--- src/xbr_pkg.sv ---
// Shared types and constants for the XMODEM block receiver.
// Used by every module under src except xbr_ram; no dependencies of its own.
`default_nettype none

package xbr_pkg;

    localparam int BLOCK_BYTES = 16;
    localparam int IDX_W = (BLOCK_BYTES > 1) ? $clog2(BLOCK_BYTES) : 1;
    localparam logic [IDX_W-1:0] LAST_IDX = IDX_W'(BLOCK_BYTES - 1);

    localparam logic [7:0] SOH = 8'd1;
    localparam logic [7:0] EOT = 8'd3;
    localparam logic [7:0] CAN = 8'd7;
    localparam logic [7:0] ACK = 8'd1;
    localparam logic [7:0] NAK = 8'd2;

    localparam logic OP_START = 1'b0;
    localparam logic OP_BYTE  = 1'b1;

    typedef struct packed {
        logic       operation;
        logic [7:0] rx_byte;
    } item_t;

    typedef struct packed {
        logic       to_sender;
        logic [7:0] out_byte;
        logic       last;
    } result_t;

    typedef enum logic [2:0] {
        ST_HEADER,
        ST_BLKNUM,
        ST_INVNUM,
        ST_DATA,
        ST_SUM,
        ST_DRAIN_RD,
        ST_DRAIN_WR,
        ST_ACK
    } state_t;

    typedef enum logic [1:0] {
        OSEL_NAK,
        OSEL_ACK,
        OSEL_DATA
    } out_sel_t;

    // controller -> datapath
    typedef struct packed {
        logic     clr_frame;
        logic     store_byte;
        logic     rd_issue;
        logic     idx_inc;
        logic     load_out;
        out_sel_t out_sel;
    } cmd_t;

    // datapath -> controller
    typedef struct packed {
        logic is_soh;
        logic sum_match;
        logic idx_last;
        logic out_free;
    } sts_t;

endpackage

`default_nettype wire

--- src/xbr_ram.sv ---
// Generic single-write, single-read RAM with registered read data.
// No package dependencies.
`default_nettype none

module xbr_ram #(
    parameter int WIDTH  = 8,
    parameter int DEPTH  = 16,
    parameter int ADDR_W = (DEPTH > 1) ? $clog2(DEPTH) : 1
) (
    input  wire logic              clk,
    input  wire logic              wr_en,
    input  wire logic [ADDR_W-1:0] wr_addr,
    input  wire logic [WIDTH-1:0]  wr_data,
    input  wire logic              rd_en,
    input  wire logic [ADDR_W-1:0] rd_addr,
    output logic      [WIDTH-1:0]  rd_data
);

    logic [WIDTH-1:0] mem [DEPTH];
    logic [WIDTH-1:0] rd_data_reg;

    always_ff @(posedge clk)
    begin
        if (wr_en)
        begin
            mem[wr_addr] <= wr_data;
        end
        if (rd_en)
        begin
            rd_data_reg <= mem[rd_addr];
        end
    end

    assign rd_data = rd_data_reg;

endmodule

`default_nettype wire

--- src/xbr_dpath.sv ---
// Datapath: byte index, running sum, block RAM and the result register.
// Depends on xbr_pkg and xbr_ram.
`default_nettype none

module xbr_dpath (
    input  wire logic             clk,
    input  wire logic             rst_n,
    input  wire logic [7:0]       rx_byte,
    input  wire xbr_pkg::cmd_t    cmd,
    output xbr_pkg::sts_t         sts,
    output logic                  result_valid,
    input  wire logic             result_stall,
    output xbr_pkg::result_t      result
);
    import xbr_pkg::*;

    logic [IDX_W-1:0] idx_reg, idx_next;
    logic [7:0]       sum_reg, sum_next;
    logic             out_valid_reg, out_valid_next;
    result_t          out_data_reg, out_data_next;
    logic [7:0]       rd_data;
    logic             out_free;

    xbr_ram #(
        .WIDTH (8),
        .DEPTH (BLOCK_BYTES)
    ) u_store (
        .clk     (clk),
        .wr_en   (cmd.store_byte),
        .wr_addr (idx_reg),
        .wr_data (rx_byte),
        .rd_en   (cmd.rd_issue),
        .rd_addr (idx_reg),
        .rd_data (rd_data)
    );

    assign out_free = !out_valid_reg || !result_stall;

    always_comb
    begin
        idx_next = idx_reg;
        sum_next = sum_reg;
        if (cmd.clr_frame)
        begin
            idx_next = '0;
            sum_next = '0;
        end
        else if (cmd.store_byte)
        begin
            idx_next = idx_reg + 1'b1;
            sum_next = sum_reg + rx_byte;
        end
        else if (cmd.idx_inc)
        begin
            idx_next = idx_reg + 1'b1;
        end
    end

    always_comb
    begin
        out_valid_next = out_valid_reg && result_stall;
        out_data_next  = out_data_reg;
        if (cmd.load_out)
        begin
            out_valid_next = 1'b1;
            case (cmd.out_sel)
                OSEL_ACK:  out_data_next = '{to_sender: 1'b1, out_byte: ACK, last: 1'b1};
                OSEL_DATA: out_data_next = '{to_sender: 1'b0, out_byte: rd_data, last: 1'b0};
                default:   out_data_next = '{to_sender: 1'b1, out_byte: NAK, last: 1'b1};
            endcase
        end
    end

    always_ff @(posedge clk or negedge rst_n)
    begin
        if (!rst_n)
        begin
            idx_reg       <= '0;
            sum_reg       <= '0;
            out_valid_reg <= 1'b0;
        end
        else
        begin
            idx_reg       <= idx_next;
            sum_reg       <= sum_next;
            out_valid_reg <= out_valid_next;
        end
    end

    always_ff @(posedge clk)
    begin
        out_data_reg <= out_data_next;
    end

    assign sts.is_soh    = (rx_byte == SOH);
    assign sts.sum_match = (rx_byte == sum_reg);
    assign sts.idx_last  = (idx_reg == LAST_IDX);
    assign sts.out_free  = out_free;

    assign result_valid = out_valid_reg;
    assign result       = out_data_reg;

endmodule

`default_nettype wire

--- src/xbr_ctrl.sv ---
// Frame controller: tracks the frame phase and drives datapath commands.
// Depends on xbr_pkg.
`default_nettype none

module xbr_ctrl (
    input  wire logic          clk,
    input  wire logic          rst_n,
    input  wire logic          item_valid,
    input  wire logic          operation,
    output logic               item_stall,
    input  wire xbr_pkg::sts_t sts,
    output xbr_pkg::cmd_t      cmd
);
    import xbr_pkg::*;

    state_t state_reg, state_next;
    logic   ready;
    logic   accept;

    always_ff @(posedge clk or negedge rst_n)
    begin
        if (!rst_n)
        begin
            state_reg <= ST_HEADER;
        end
        else
        begin
            state_reg <= state_next;
        end
    end

    always_comb
    begin
        state_next = state_reg;
        cmd        = '{default: '0, out_sel: OSEL_NAK};
        ready      = 1'b0;

        case (state_reg)
            ST_HEADER, ST_BLKNUM, ST_INVNUM, ST_DATA, ST_SUM:
            begin
                ready = sts.out_free;
            end
            default:
            begin
                ready = 1'b0;
            end
        endcase

        accept = item_valid && ready;

        if (accept && operation == OP_START)
        begin
            cmd.clr_frame = 1'b1;
            cmd.load_out  = 1'b1;
            cmd.out_sel   = OSEL_NAK;
            state_next    = ST_HEADER;
        end
        else
        begin
            case (state_reg)
                ST_BLKNUM:
                begin
                    if (accept)
                    begin
                        state_next = ST_INVNUM;
                    end
                end
                ST_INVNUM:
                begin
                    if (accept)
                    begin
                        cmd.clr_frame = 1'b1;
                        state_next    = ST_DATA;
                    end
                end
                ST_DATA:
                begin
                    if (accept)
                    begin
                        cmd.store_byte = 1'b1;
                        if (sts.idx_last)
                        begin
                            state_next = ST_SUM;
                        end
                    end
                end
                ST_SUM:
                begin
                    if (accept)
                    begin
                        // index restarts at zero and walks the store on a good sum
                        cmd.clr_frame = 1'b1;
                        if (sts.sum_match)
                        begin
                            state_next = ST_DRAIN_RD;
                        end
                        else
                        begin
                            cmd.load_out = 1'b1;
                            cmd.out_sel  = OSEL_NAK;
                            state_next   = ST_HEADER;
                        end
                    end
                end
                ST_DRAIN_RD:
                begin
                    cmd.rd_issue = 1'b1;
                    state_next   = ST_DRAIN_WR;
                end
                ST_DRAIN_WR:
                begin
                    if (sts.out_free)
                    begin
                        cmd.load_out = 1'b1;
                        cmd.out_sel  = OSEL_DATA;
                        if (sts.idx_last)
                        begin
                            cmd.clr_frame = 1'b1;
                            state_next    = ST_ACK;
                        end
                        else
                        begin
                            cmd.idx_inc = 1'b1;
                            state_next  = ST_DRAIN_RD;
                        end
                    end
                end
                ST_ACK:
                begin
                    if (sts.out_free)
                    begin
                        cmd.load_out = 1'b1;
                        cmd.out_sel  = OSEL_ACK;
                        state_next   = ST_HEADER;
                    end
                end
                default:
                begin
                    // header position; EOT, CAN and junk all answer NAK
                    if (accept)
                    begin
                        cmd.clr_frame = 1'b1;
                        if (sts.is_soh)
                        begin
                            state_next = ST_BLKNUM;
                        end
                        else
                        begin
                            cmd.load_out = 1'b1;
                            cmd.out_sel  = OSEL_NAK;
                            state_next   = ST_HEADER;
                        end
                    end
                end
            endcase
        end
    end

    assign item_stall = !ready;

endmodule

`default_nettype wire

--- src/xmodem_block_receiver_core.sv ---
// Top level of the XMODEM block receiver: controller plus datapath.
// Depends on xbr_pkg, xbr_ctrl, xbr_dpath (and xbr_ram below it).
//
//   channel  | direction | handshake                   | payload
//   item     | in        | item_valid / item_stall     | item   (operation, rx_byte)
//   result   | out       | result_valid / result_stall | result (to_sender, out_byte, last)
//
// Any item is taken only while the result register is free (empty, or its
// transfer completes in the same cycle).
// With no result stall a good block drains before the next byte is taken:
// each stored byte costs a registered RAM read plus a load.
// A stalled result holds the result register and stalls the item side.
// Reset (rst_n low, asynchronous) returns to the header phase; store contents
// are not cleared.
`default_nettype none

module xmodem_block_receiver_core (
    input  wire logic             clk,
    input  wire logic             rst_n,
    input  wire logic             item_valid,
    output logic                  item_stall,
    input  wire xbr_pkg::item_t   item,
    output logic                  result_valid,
    input  wire logic             result_stall,
    output xbr_pkg::result_t      result
);
    import xbr_pkg::*;

    cmd_t cmd;
    sts_t sts;

    xbr_ctrl u_ctrl (
        .clk        (clk),
        .rst_n      (rst_n),
        .item_valid (item_valid),
        .operation  (item.operation),
        .item_stall (item_stall),
        .sts        (sts),
        .cmd        (cmd)
    );

    xbr_dpath u_dpath (
        .clk          (clk),
        .rst_n        (rst_n),
        .rx_byte      (item.rx_byte),
        .cmd          (cmd),
        .sts          (sts),
        .result_valid (result_valid),
        .result_stall (result_stall),
        .result       (result)
    );

endmodule

`default_nettype wire

--- config.mk ---
export PLATFORM = sky130hd
export DESIGN_NAME = xmodem_block_receiver_core
export DESIGN_NICKNAME = d
export VERILOG_FILES = /design/src/xbr_pkg.sv /design/src/xbr_ram.sv /design/src/xbr_dpath.sv /design/src/xbr_ctrl.sv /design/src/xmodem_block_receiver_core.sv
export SDC_FILE = /design/constraint.sdc
export NUM_CORES = 1
export LEC_CHECK = 0
export BUFFER_PORTS_ARGS = -buffer_cell sky130_fd_sc_hd__buf_4
export CELL_PAD_IN_SITES_DETAIL_PLACEMENT = 1
export CELL_PAD_IN_SITES_GLOBAL_PLACEMENT = 2
export CORE_ASPECT_RATIO = 1.75
export CORE_MARGIN = 2
export CORE_UTILIZATION = 43
export CTS_CLUSTER_SIZE = 25
export DETAILED_ROUTE_END_ITERATION = 16
export PLACE_DENSITY = 0.75
export SLEW_MARGIN = 15
export SYNTH_ARGS = -nofsm -noshare
export SYNTH_HDL_FRONTEND = slang
export SYNTH_SLANG_ARGS = --single-unit
--- constraint.sdc ---
create_clock -name clk -period 2.1 [get_ports clk]
set_input_delay 0 -clock clk [delete_from_list [all_inputs] [get_ports clk]]
set_output_delay 0 -clock clk [all_outputs]
set_load 0.1 [all_outputs]
# Word-level counts from Yosys, hierarchy flattened
# Memories as Yosys holds them, arrays and structs flattened. A register that Yosys moved wholly into a read port is not among the register bits.
# Cells that the tools add are included.
totals:
  regBits: 26
  latchBits: 0
  ramBits: 128
  mem_bits_ro: 0
  inputBits: 13
  out_inout_bits: 12
  wordCells: 86
  memories: 1
mem_list:
  columns: ["memory", "words", "word_bits", "rd", "rd_clocked_by_memory_dff", "wr", "line_no", "rtl"]
  rows:
  - ["u_dpath.u_store.mem", 16, 8, 1, 1, 1, "xbr_ram.sv:19", "logic [WIDTH-1:0] mem [DEPTH];"]
classes:
  addsub: 2
  mul: 0
  n_div: 0
  n_lt_le_gt_ge: 0
  eq_ne: 19
  n_shift: 0
  n_mux: 41
  bitwise: 1
  n_reduce_logical: 15
ops:
  columns: ["cell", "count"]
  rows:
  - ["$mux W3", 17]
  - ["$pmux W3 S7", 1]
  - ["$pmux W10 S2", 1]
  - ["$ne A3 B1 Y1 const B", 6]
  - ["$mux W4", 4]
  - ["$mux W8", 2]
  - ["$mux W1", 13]
  - ["$eq A3 B3 Y1 const B", 4]
  - ["$pmux W3 S4", 1]
  - ["$add A8 B8 Y8", 1]
  - ["$eq A8 B1 Y1 const B", 1]
  - ["$eq A8 B8 Y1", 1]
  - ["$reduce_and A8 Y1", 1]
  - ["$reduce_or A4 Y1", 2]
  - ["$eq A3 B2 Y1 const B", 2]
  - ["$reduce_bool A5 Y1", 1]
  - ["$reduce_or A5 Y1", 1]
  - ["$add A4 B1 Y4 const B", 1]
  - ["$eq A4 B4 Y1 const B", 1]
  - ["$eq A3 B1 Y1 const B", 1]
  - ["$logic_and A1 B1 Y1", 3]
  - ["$logic_not A1 Y1", 3]
  - ["$logic_not A3 Y1", 1]
  - ["$ne A3 B2 Y1 const B", 1]
  - ["other kinds (8)", 8]

# Logic depth before layout (Yosys ltp)
# Gate-level depths: netlist (run 1).
depth:
  depth_word: 10
  mapped_depth: 8
  mapped_depth_nobuf: 8

# Hierarchy
# A second synthesis (run 1) with hierarchy kept.
unflattened:
  cells_unflattened: 396
  hier_area_um2: 6886.6
modules_own_cells:
  columns: ["mod", "instances", "cells_each", "area_each_um2", "seq_area_each_um2"]
  rows:
  - ["xbr_ram", 1, 229, 5227.5, 4083.9]
  - ["xbr_dpath", 1, 122, 1293.7, 595.6]
  - ["xbr_ctrl", 1, 45, 365.4, 75.1]

# Least setup slack after synthesis (run 1)
# No wires, ideal clock.
synth_timing:
  path_kind: "register to register"
  from: "register u_dpath.out_valid_reg (netlist: u_dpath.result_valid)"
  to: "memory u_dpath.u_store.mem[2][0], enable pin"
  setup_time_ps: 383
  arrival_ps: 2250
  t_required_ps: 1717
  setup_slack_ps: -533
  path_stages_with_launch: 6
  n_path_buf: 1
  synth_period_minus_slack_ps: 2633
  path_cell_list: "dfrtp_1 a21boi_2 and4_1 clkbuf_1 nand2_1 nor3_1"
synth_via:
  elab_chain_cells: 9
  elab_cells_between_ends: 10
  classes_between: "mux: 6; reduce/logical: 4"
synth_rtl:
  columns: ["item", "line_no", "rtl"]
  rows:
  - ["start, declared", "xbr_dpath.sv:19", "logic out_valid_reg, out_valid_next;"]
  - ["start signal, assigned", "xbr_dpath.sv:86", "out_valid_reg <= out_valid_next;"]
  - ["$logic_not A1 Y1 *", "xbr_dpath.sv:37", "assign out_free = !out_valid_reg || !result_stall;"]
  - ["$logic_or A1 B1 Y1 *", "xbr_dpath.sv:37", null]
  - ["$mux W1 *", "xbr_ctrl.sv:38", "case (state_reg)"]
  - ["$logic_and A1 B1 Y1 *", "xbr_ctrl.sv:49", "accept = item_valid && ready;"]
  - ["$mux W1", "xbr_ctrl.sv:78", "if (accept)"]
  - ["$mux W1", "xbr_ctrl.sv:60", "case (state_reg)"]
  - ["$mux W3 *", "xbr_ctrl.sv:51", "if (accept && operation == OP_START)"]
  - ["$mux W1 *", "xbr_ram.sv:24", "if (wr_en)"]
  - ["$mux W1 (not written as such) *", "xbr_ram.sv:26", "mem[wr_addr] <= wr_data;"]
  - ["end, declared", "xbr_ram.sv:19", null]
# Mark *: on every way between the ends. The rest lies on a longest branch, timed or not.

==> flow_metrics.py, run 1 <==
metrics = {
    "floorplan": {
        "pin_count": 25,
        "fp.dieH_um": 172.2,
        "dieArea_um2": 17230,
        "die_w_um": 100.1,
        "coreArea_um2": 15880,
        "num_rows": 61,
        "start_util": 0.4377,
    },
    "synthesis": {
        "yosys.area_share.adder": 0.02629,
        "async_reset_ff_frac": 0.09938,
        "ys_ff_latch": 161,
        "synth-xor-area-share": 0.005042,
        "syn_area_per_cell_um2": 17.95,
        "syn_area_um2": 6948,
        "synth_compound_area_frac": 0.05565,
        "yosysUniqueCellTypes": 56,
        "synthesis.nets": 414,
        "synth_edf_count": 145,
        "synth-seq-area-share": 0.6843,
        "yosysTopAreaCellShare": 0.6267,
        "synth_ff_type": "edfxtp_1",
        "synth.area.mux_share": 0.1500,
        "synth_area_leaders": "edfxtp_1, mux4_1, dfrtp_1",
        "synth_top_family_by_area": "multiplexers",
        "synthCells": 387,
        "yosys.area.top_type": "edfxtp_1",
        "yosysWarnings": 0,
        "synthSimpleGateAreaFrac": 0.05420,
    },
    "setup_path": {
        "path_max_fanout": 9,
        "crit_required_ps": 2270,
        "critical_path_class": "register to register",
        "cp-start-kind": "register",
        "endpoint_kind": "register",
        "crit_arrival_ps": 2250,
    },
    "sta": {
        "layout_worst_path_cycle_share": 0.9908,
        "setup_viol": 0,
        "grt_setup_unrepaired": "true",
        "finClkSkew_ps": 9.841,
        "tightest_slew_ps": 867.2,
        "drv_slew": 0,
        "fin_crit_ps": 2081,
        "max_clock_freq_mhz": 480.6,
        "hold_violations": 0,
        "max_slew_margin": 0.4199,
    },
    "power_and_ir_drop": {
        "switching_share": 0.3340,
        "power_frac_comb": 0.303,
        "internal_power_uw": 6556,
        "switchingPower_uw": 3288,
        "p_clk_frac": 0.309,
        "power_uw": 9845,
        "p_leak_uw": 0.002961,
        "power_frac_seq": 0.389,
        "p_per_area_nw_per_um2": 1174,
        "ir_drop_mv": 0.5796,
    },
    "routing": {
        "drt_pass1_iterations": 4,
        "avgRoutedWirePerCell_um": 25.49,
        "vias": 3860,
        "drtIter0Drc": 239,
        "routed_wl_um": 17080,
        "antenna_left": 0,
        "via_per_inst": 5.761,
        "drc": 0,
    },
    "layout": {
        "mostFrequentLayoutCells": "edfxtp_1, buf_4, mux4_1",
        "syn_to_final_growth_pct": 20.73,
        "fin_cells": 670,
        "top_register": "u_dpath.u_store.mem",
        "finalCoreUtilization": 0.5284,
        "drive_above_1_share": 0.3015,
        "n_antenna_cell": 0,
        "mostFrequentLayoutCell": "edfxtp_1",
        "nets": 495,
        "fillers": 1489,
        "largest_reg_flops": 128,
    },
    "cts": {
        "cts_tree": "yes",
        "clock_path_buffers": 2,
        "cts_inserted_buffers": 17,
        "clkSlewWorstSetupHoldPaths_ps": 70,
        "h-tree-depth": 4,
        "clkSinkCount": 161,
        "root_buffer": "clkbuf_16",
        "clkLatencyLatePin_ps": 430,
    },
    "placed_design": {
        "post-dp-hpwl_um": 11870,
        "placed_cells": 623,
        "gp_congestion": 0.8293,
        "port-buffer-count": 24,
    },
    "grt": {
        "grt.total_usage": 0.2081,
        "grt_max_degree": 29,
        "grt_pass1_wl_um": 25560,
        "grt_pass1_vias": 4147,
        "overflow": 0,
        "antenna_found_initial": 0,
    },
    "outcome": {
        "status": "finished, final reports clean",
    },
    "worst_hold_path": {
        "hp-class": "input port to register",
    },
    "run": {
        "maxCapViolCount": 0,
    },
}
==> repair_timing <==
action,CTS,global route
cloned,0,1
pin swaps,0,0
setup endpoints to repair,33,37
hold buffers,9,0
buffers inserted,0,5
resized for setup,2,18
hold endpoints to repair,67,0
==> per-layer routing <==
metal	global-route usage	share of wire	up-vias
li1	-	-	1731
met1	0.2408	0.40	2030
met2	0.3784	0.55	77
met3	0.03395	0.025	22
met4	0.08934	0.030	0
met5	0	0	-
==> worst max-delay path, cell delays in order (launching register included) <==
cell     delay [ps]
dfrtp_1         430
buf_12          180
buf_4           120
mux4_1          610
mux4_2          490
==> through the flow <==
stage	setup WS, ps	instance area (µm²)	hold WS (ps)	setup TNS, ps
floorplan	-93.82	6979	-295.6	-7973
global placement	-62.72	7655	-114.2	-563.0
detailed placement	-18.11	7655	-109.5	-283.3
CTS	4.234	8335	15.92	0
global route	-57.33	8388	75.19	-62.76
finish	19.25	8388	34.97	0
==> cell usage after synthesis (all sizes together), types with 3 or more instances <==
cell,number
ha,13
nand3,5
a21boi,4
edfxtp,145
nand2b,4
nor2,20
nor3,6
o21a,4
nand2,18
buf,10
xor2,3
nand4,3
mux4,40
dfrtp,16
a21oi,12
and2,7
o21ai,14
inv,13
clkbuf,11
==> cell type report <==
type | instances | area (µm²) | share of cell area
inverters | 13 | 48.80 | 0.005817
flip-flops and latches | 161 | 4756 | 0.5670
well taps | 189 | 236.5 | 0.02819
clock buffers | 17 | 425.4 | 0.05072
multi-input cells | 192 | 2047 | 0.2440
clock inverters | 15 | 157.7 | 0.01879
repair buffers | 83 | 716.9 | 0.08547
==> power by group through the flow <==
stage	Clock [µW]	Sequential, µW	Combinational [µW]
2_1_floorplan	0	4330	1500
3_3_place_gp	0	3880	2720
3_5_place_dp	0	3890	2800
4_1_cts	3110	3820	2830
5_1_grt	3240	3840	3150
6_report	3040	3830	2980
==> cells by family after synthesis <==
group / Yosys count
AO/OA/AOI/OAI: 56
XOR/XNOR: 4
adder cells (fa/ha/maj): 14
buffers and inverters: 34
flip-flops: 161
multiplexers: 42
AND/OR/NAND/NOR: 76
==> worst paths after layout <==
check / cells past startpoint / slack (ps) / from / endpoint
setup / recovery: 4 / 20 / u_dpath.idx_reg[0]$_DFFE_PN0P_ / u_dpath.u_store.rd_data[0]$_DFFE_PP_
hold / removal: 4 / 30 / item[8] / u_dpath.result_valid$_DFF_PN0_
setup reg to reg: 4 / 20 / u_dpath.idx_reg[0]$_DFFE_PN0P_ / u_dpath.u_store.rd_data[0]$_DFFE_PP_
hold reg to reg: 2 / 510 / u_dpath.sum_reg[6]$_DFFE_PN0P_ / u_dpath.sum_reg[6]$_DFFE_PN0P_
max in group asynchronous: 3 / 730 / rst_n / u_dpath.result_valid$_DFF_PN0_
min in group asynchronous: 3 / 780 / rst_n / u_ctrl.state_reg[1]$_DFFE_PN0P_
No activity file was read; power rests on OpenSTA's default activity.
==> run 2: changes to the inputs <==
--- a/config.mk
+++ b/config.mk
@@ -6,6 +6,7 @@
 export NUM_CORES = 1
 export LEC_CHECK = 0
 export BUFFER_PORTS_ARGS = -buffer_cell sky130_fd_sc_hd__buf_4
+export CAP_MARGIN = 20
 export CELL_PAD_IN_SITES_DETAIL_PLACEMENT = 1
 export CELL_PAD_IN_SITES_GLOBAL_PLACEMENT = 2
 export CORE_ASPECT_RATIO = 1.75
@@ -14,6 +15,7 @@
 export CTS_CLUSTER_SIZE = 25
 export DETAILED_ROUTE_END_ITERATION = 16
 export PLACE_DENSITY = 0.75
+export REMOVE_ABC_BUFFERS = 1
 export SLEW_MARGIN = 15
 export SYNTH_ARGS = -nofsm -noshare
 export SYNTH_HDL_FRONTEND = slang
==> run 2 against run 1 <==
Compared with the run above:
- sequential cell count unchanged
- cell area down 0.24%
- highest routed layer unchanged
- non-clock buffer count down 2
- die area unchanged
- largest power group unchanged
- sequential share of layout area up 0.12 points
- register-to-register slack about the same
- critical endpoint is now u_dpath.u_store.rd_data[5]$_DFFE_PP_
- first-iteration DRC count down 6.3%
- worst hold slack worse by 16 ps
- routed wire length down 4.0%
==> flow_metrics.py, run 2 (synthesis results as in run 1) <==
metrics = {
    "sta": {
        "drv_slew": 0,
        "finClkSkew_ps": 12.51,
        "hold_violations": 0,
        "layout_worst_path_cycle_share": 0.9897,
        "max_clock_freq_mhz": 481.1,
        "max_slew_margin": 0.3930,
        "setup_ws_ps": 21.54,
        "grt_setup_unrepaired": "false",
        "setup_viol": 0,
        "fin_crit_ps": 2078,
        "tightest_slew_ps": 907.6,
    },
    "power_and_ir_drop": {
        "power_frac_seq": 0.390,
        "p_leak_uw": 0.002989,
        "power_frac_comb": 0.283,
        "p_per_area_nw_per_um2": 1168,
        "internal_power_uw": 6696,
        "p_clk_frac": 0.327,
        "switchingPower_uw": 3076,
        "switching_share": 0.3148,
        "ir_drop_mv": 0.7115,
    },
    "cts": {
        "clkSinkCount": 161,
        "root_buffer": "clkbuf_16",
        "cts_tree": "yes",
        "clkLatencyLatePin_ps": 430,
        "clkSlewWorstSetupHoldPaths_ps": 70,
        "h-tree-depth": 4,
        "clock_path_buffers": 2,
        "cts_inserted_buffers": 17,
    },
    "layout": {
        "mostFrequentLayoutCells": "edfxtp_1, buf_4, mux4_1",
        "nets": 493,
        "largest_reg_flops": 128,
        "postLayoutCellArea_um2": 8368,
        "drive_above_1_share": 0.2714,
        "n_antenna_cell": 0,
        "finalCoreUtilization": 0.5271,
        "mostFrequentLayoutCell": "edfxtp_1",
        "syn_to_final_growth_pct": 20.44,
        "fillers": 1473,
        "top_register": "u_dpath.u_store.mem",
    },
    "floorplan": {
        "start_util": 0.4377,
        "fp.dieH_um": 172.2,
        "die_w_um": 100.1,
        "num_rows": 61,
        "dieArea_um2": 17230,
        "coreArea_um2": 15880,
        "pin_count": 25,
    },
    "setup_path": {
        "cp-start-kind": "register",
        "reg2reg_setup_slack_ps": 20,
        "critical_path.startpoint": "u_dpath.idx_reg[0]$_DFFE_PN0P_",
        "regToRegStartpoint": "u_dpath.idx_reg[0]$_DFFE_PN0P_",
        "critical-path-top-delay-family": "multiplexers",
        "path_cells": "buf_12 > mux4_1 > mux4_2",
        "cp_slowest_cell": "mux4_1",
        "path_buf_inv": 1,
        "path_max_fanout": 19,
        "slowest_delay_ps": 630,
        "worstSetupEndpoint": "u_dpath.u_store.rd_data[5]$_DFFE_PP_",
        "crit_required_ps": 2250,
        "critical_path_class": "register to register",
        "crit_arrival_ps": 2230,
        "crit_cells": 3,
        "reg2regPathDepth": 3,
        "endpoint_kind": "register",
        "r2r-end": "u_dpath.u_store.rd_data[5]$_DFFE_PP_",
    },
    "routing": {
        "vias": 3842,
        "drtIter0Drc": 224,
        "drt_pass1_iterations": 7,
        "routed_wl_um": 16400,
        "drc": 0,
        "avgRoutedWirePerCell_um": 24.54,
        "antenna_left": 0,
        "via_per_inst": 5.751,
    },
    "grt": {
        "grt_max_degree": 21,
        "overflow": 0,
        "grt_pass1_vias": 4156,
        "antenna_found_initial": 0,
        "grt_pass1_wl_um": 24530,
        "grt.total_usage": 0.2053,
    },
    "run": {
        "maxCapViolCount": 0,
    },
    "placed_design": {
        "place_ws_ps": -35.79,
        "dpl_cell_area_um2": 7624,
        "post-dp-hpwl_um": 11960,
        "gp_congestion": 0.7929,
        "port-buffer-count": 24,
    },
    "worst_hold_path": {
        "hp-class": "input port to register",
        "hp-start": "item[8]",
    },
    "outcome": {
        "status": "finished, final reports clean",
    },
}
run 2: cell count changes in the layout (fill, tap and decap cells not counted), sizes merged:
cell and change:
clkbuf -1, inv -3, buf +1, clkinvlp -2, bufinv +3, clkinv +2
dlygate4sd3 -2
run 2: cell type report:
class / count / area, µm² / share of cell area
sequential: 161 / 4755 / 0.5682
multi-input combinational: 192 / 2063 / 0.2466
timing repair buffer: 81 / 641.9 / 0.07670
clock buffer: 17 / 425.4 / 0.05084
tap: 189 / 236.5 / 0.02826
clock inverter: 15 / 197.7 / 0.02362
inverter: 13 / 48.80 / 0.005831
run 2: per-layer routing:
| metal | up-vias | GRT usage | share of wire |
|---|---|---|---|
| li1 | 1732 | - | - |
| met1 | 2000 | 0.2136 | 0.35 |
| met2 | 87 | 0.3848 | 0.59 |
| met3 | 23 | 0.04244 | 0.034 |
| met4 | 0 | 0.1030 | 0.028 |
| met5 | - | 0 | 0 |
run 2: per-stage QoR:
step	hold WS [ps]	TNS [ps]	cells	power [µW]
2_1_floorplan	-295.6	-41330	366	5681
3_3_place_gp	-107.9	0	628	6552
3_5_place_dp	-106.8	-317.6	628	6617
4_1_cts	3.642	0	667	9850
5_1_grt	48.21	0	668	10160
6_report	19.46	0	668	9773
run 2: worst min path at each step:
| stage | to | depth (start not counted) |
|---|---|---|
| 2_1_floorplan | u_ctrl.state_reg[0]$_DFFE_PN0P_ | 0 |
| 3_3_place_gp | u_ctrl.state_reg[0]$_DFFE_PN0P_ | 1 |
| 3_5_place_dp | u_ctrl.state_reg[0]$_DFFE_PN0P_ | 1 |
| 4_1_cts | u_dpath.result_valid$_DFF_PN0_ | 4 |
| 5_1_grt | u_dpath.result_valid$_DFF_PN0_ | 4 |
| 6_report | u_dpath.result_valid$_DFF_PN0_ | 4 |
run 2: power by group through the flow:
stage / sequential [µW] / clock, µW / combinational [µW]
after floorplan: 4550 / 0 / 1130
after global placement: 3870 / 0 / 2680
after detailed placement: 3880 / 0 / 2740
after CTS: 3810 / 3280 / 2760
after global routing: 3830 / 3390 / 2940
final: 3810 / 3200 / 2760
run 2: worst register-to-register path, cell delays in order, from the launching register on:
cell and delay [ps]:
dfrtp_1 420, buf_12 200, mux4_1 650, mux4_2 530
run 2: repair_timing:
action / CTS / global route
pin swaps: 0 / 1
endpoints found under the hold margin: 50 / 0
buffers inserted: 0 / 1
setup endpoints to repair: 21 / 45
hold buffers: 7 / 0
resized for setup: 1 / 12
==> run 3: changes to the inputs <==
--- a/config.mk
+++ b/config.mk
@@ -11,12 +11,13 @@
 export CELL_PAD_IN_SITES_GLOBAL_PLACEMENT = 2
 export CORE_ASPECT_RATIO = 1.75
 export CORE_MARGIN = 2
-export CORE_UTILIZATION = 43
+export CORE_UTILIZATION = 42
 export CTS_CLUSTER_SIZE = 25
 export DETAILED_ROUTE_END_ITERATION = 16
-export PLACE_DENSITY = 0.75
+export PLACE_DENSITY = 0.74
 export REMOVE_ABC_BUFFERS = 1
 export SLEW_MARGIN = 15
 export SYNTH_ARGS = -nofsm -noshare
 export SYNTH_HDL_FRONTEND = slang
+export SYNTH_HIERARCHICAL = 1
 export SYNTH_SLANG_ARGS = --single-unit
==> run 3 against run 2 <==
Compared with the run above:
- the flow now finishes with violations (setup timing)
- global-route usage shrank 0.13 points
- sequential power is 2% lower
- cell count grew 2.2%
- via count increased by 3.3%
- first-iteration DRC count grew 39%
- count of clock-buffer cells in the layout stayed put
- critical path type unchanged
- critical endpoint is now u_dpath/result_valid$_DFF_PN0_
- largest cell class unchanged
- largest power group unchanged
==> flow_metrics.py, run 3 <==
metrics = {
    "sta": {
        "fin_crit_ps": 2191,
        "drv_slew": 0,
        "max_slew_margin": 0.4154,
        "finClkSkew_ps": 12.04,
        "holdWs_ps": 20.95,
        "setup_viol": 10,
        "tightest_slew_ps": 874.1,
        "setup_ws_ps": -91.46,
        "hold_violations": 0,
        "layout_worst_path_cycle_share": 1.044,
        "grt_setup_unrepaired": "true",
        "max_clock_freq_mhz": 456.3,
    },
    "setup_path": {
        "crit_arrival_ps": 2510,
        "crit_required_ps": 2420,
        "endpoint_kind": "register",
        "path_max_fanout": 5,
        "cp-start-kind": "register",
        "critical_path_class": "register to register",
    },
    "cts": {
        "cts_tree": "yes",
        "clock_path_buffers": 2,
        "clkSinkCount": 161,
        "cts_inserted_buffers": 17,
        "clkLatencyLatePin_ps": 430,
        "root_buffer": "clkbuf_16",
        "clkSlewWorstSetupHoldPaths_ps": 70,
        "h-tree-depth": 4,
    },
    "routing": {
        "drtIter0Drc": 311,
        "drc": 0,
        "routed_wl_um": 16570,
        "drt_pass1_iterations": 4,
        "avgRoutedWirePerCell_um": 24.26,
        "via_per_inst": 5.813,
        "vias": 3970,
        "antenna_left": 0,
    },
    "synthesis": {
        "yosysWarnings": 6,
        "yosysMostFrequentCell": "edfxtp_1",
        "ys_ff_latch": 161,
        "synthCells": 396,
        "syn_area_um2": 6887,
        "synth-seq-area-share": 0.6904,
        "yosysTopAreaCellShare": 0.6323,
        "yosys.area.top_type": "edfxtp_1",
        "syn_area_per_cell_um2": 17.39,
        "ys_top_cells_by_count": "edfxtp_1, nor2_1, nand2_1",
        "synth_ff_type": "edfxtp_1",
        "synth_area_leaders": "edfxtp_1, mux4_2, dfrtp_1",
        "synth_edf_count": 145,
        "async_reset_ff_frac": 0.09938,
        "yosysUniqueCellTypes": 57,
    },
    "layout": {
        "n_antenna_cell": 0,
        "largest_reg_flops": 128,
        "syn_to_final_growth_pct": 21.58,
        "drive_above_1_share": 0.2974,
        "top_register": "u_dpath/u_store/mem",
        "nets": 502,
        "finalCoreUtilization": 0.5164,
        "mostFrequentLayoutCell": "edfxtp_1",
        "mostFrequentLayoutCells": "edfxtp_1, buf_4, nor2_1",
    },
    "floorplan": {
        "num_rows": 62,
        "die_w_um": 100.8,
        "pin_count": 25,
        "start_util": 0.4248,
        "fp.dieH_um": 173.4,
        "coreArea_um2": 16210,
        "dieArea_um2": 17480,
    },
    "placed_design": {
        "port-buffer-count": 24,
        "post-dp-hpwl_um": 11070,
        "gp_congestion": 0.7743,
    },
    "power_and_ir_drop": {
        "p_leak_uw": 0.002927,
        "ir_drop_mv": 0.5273,
        "p_per_area_nw_per_um2": 1094,
    },
    "grt": {
        "grt.total_usage": 0.2040,
        "grt_pass1_vias": 4302,
        "overflow": 0,
        "grt_max_degree": 42,
        "grt_pass1_wl_um": 25770,
        "antenna_found_initial": 0,
    },
    "outcome": {
        "status": "finished, violations left",
        "violations": "setup timing",
    },
    "worst_hold_path": {
        "hp-class": "input port to register",
    },
    "run": {
        "maxCapViolCount": 0,
    },
}
-- run 3: changes by cell type in the layout (fill, tap and decap cells not counted), moves of 4 or more --
cell	delta
mux4_1	-17
a22oi_1	+16
o21ai_0	-10
mux4_2	+9
inv_1	-8
nor2_1	+8
o21ai_1	+7
ha_1	-6
clkinv_4	-5
o21a_1	-4
-- run 3: routing by layer --
metal  global-route usage  part of all wire  routed length, µm
met2               0.3697              0.57               9461
met4              0.09132             0.032                533
met3              0.03589             0.030                498
met5                    0                 0                  0
met1               0.2279              0.37               6074
-- run 3: worst paths after layout --
kind | start | end | slack [ps] | cells after the start
setup / recovery | u_dpath/sum_reg[0]$_DFFE_PN0P_ | u_dpath/result_valid$_DFF_PN0_ | -90 | 9
hold / removal | item[2] | u_dpath/u_store/mem[3][2]$_DFFE_PP_ | 20 | 2
setup reg to reg | u_dpath/sum_reg[0]$_DFFE_PN0P_ | u_dpath/result_valid$_DFF_PN0_ | -90 | 9
hold reg to reg | u_dpath/sum_reg[5]$_DFFE_PN0P_ | u_dpath/sum_reg[5]$_DFFE_PN0P_ | 520 | 1
max in group asynchronous | rst_n | u_dpath/idx_reg[0]$_DFFE_PN0P_ | 740 | 3
min in group asynchronous | rst_n | u_ctrl/state_reg[1]$_DFFE_PN0P_ | 760 | 3
-- run 3: report_power, final --
part | total (µW) | internal [µW] | switching, µW
Combinational | 2180 | 872 | 1310
Sequential | 3720 | 3640 | 78.7
Clock | 3260 | 1820 | 1440
-- run 3: timing repair --
action	4_1_cts	5_1_grt
gates cloned	1	1
endpoints found under the setup margin	19	72
hold buffers	4	0
gates resized for setup	12	5
buffers inserted	1	2
pin swaps	4	2
hold endpoints to repair	18	0
-- run 3: critical path, cell delays in order, from the launching register on --
cell      delay [ps]
dfrtp_1          420
ha_4             240
nor4_4           290
nand2_1          100
nor4_2           150
buf_4            170
mux2_4           160
o31ai_4           70
a41o_2           330
nand2b_1         150
-- run 3: logic make-up (layout without fill, tap and decap cells) --
logic type               count (synthesis)  count (layout)  share of synthesized area
AND/OR/NAND/NOR                         98              98                    0.07340
buffers and inverters                   25             119                    0.02489
adder cells (fa/ha/maj)                 11              11                    0.02108
multiplexers                            39              39                     0.1235
flip-flops                             161             161                     0.6904
XOR/XNOR                                 6               6                   0.007631
AO/OA/AOI/OAI                           56              57                    0.05905
-- run 3: area by class of cell --
cell class / instances / area, µm²
Tap cell: 192 / 240.2
Inverter: 6 / 22.52
Timing Repair Buffer: 81 / 656.9
Sequential cell: 161 / 4756
Multi-Input combinational cell: 211 / 2078
Fill cell: 1515 / 7840
Clock inverter: 15 / 193.9
Clock buffer: 17 / 425.4
-- run 3: metrics by stage --
stage	setup TNS (ps)	cell area (µm²)	cells	setup slack (ps)	power, µW
6_report	-667.4	8373	683	-91.46	9161
5_1_grt	-2069	8373	683	-224.1	9500
4_1_cts	-693.8	8330	680	-78.17	9223
3_5_place_dp	-3563	7570	642	-344.2	5875
3_3_place_gp	-3549	7570	642	-355.6	5821
2_1_floorplan	-237720	6738	377	-2004	5173
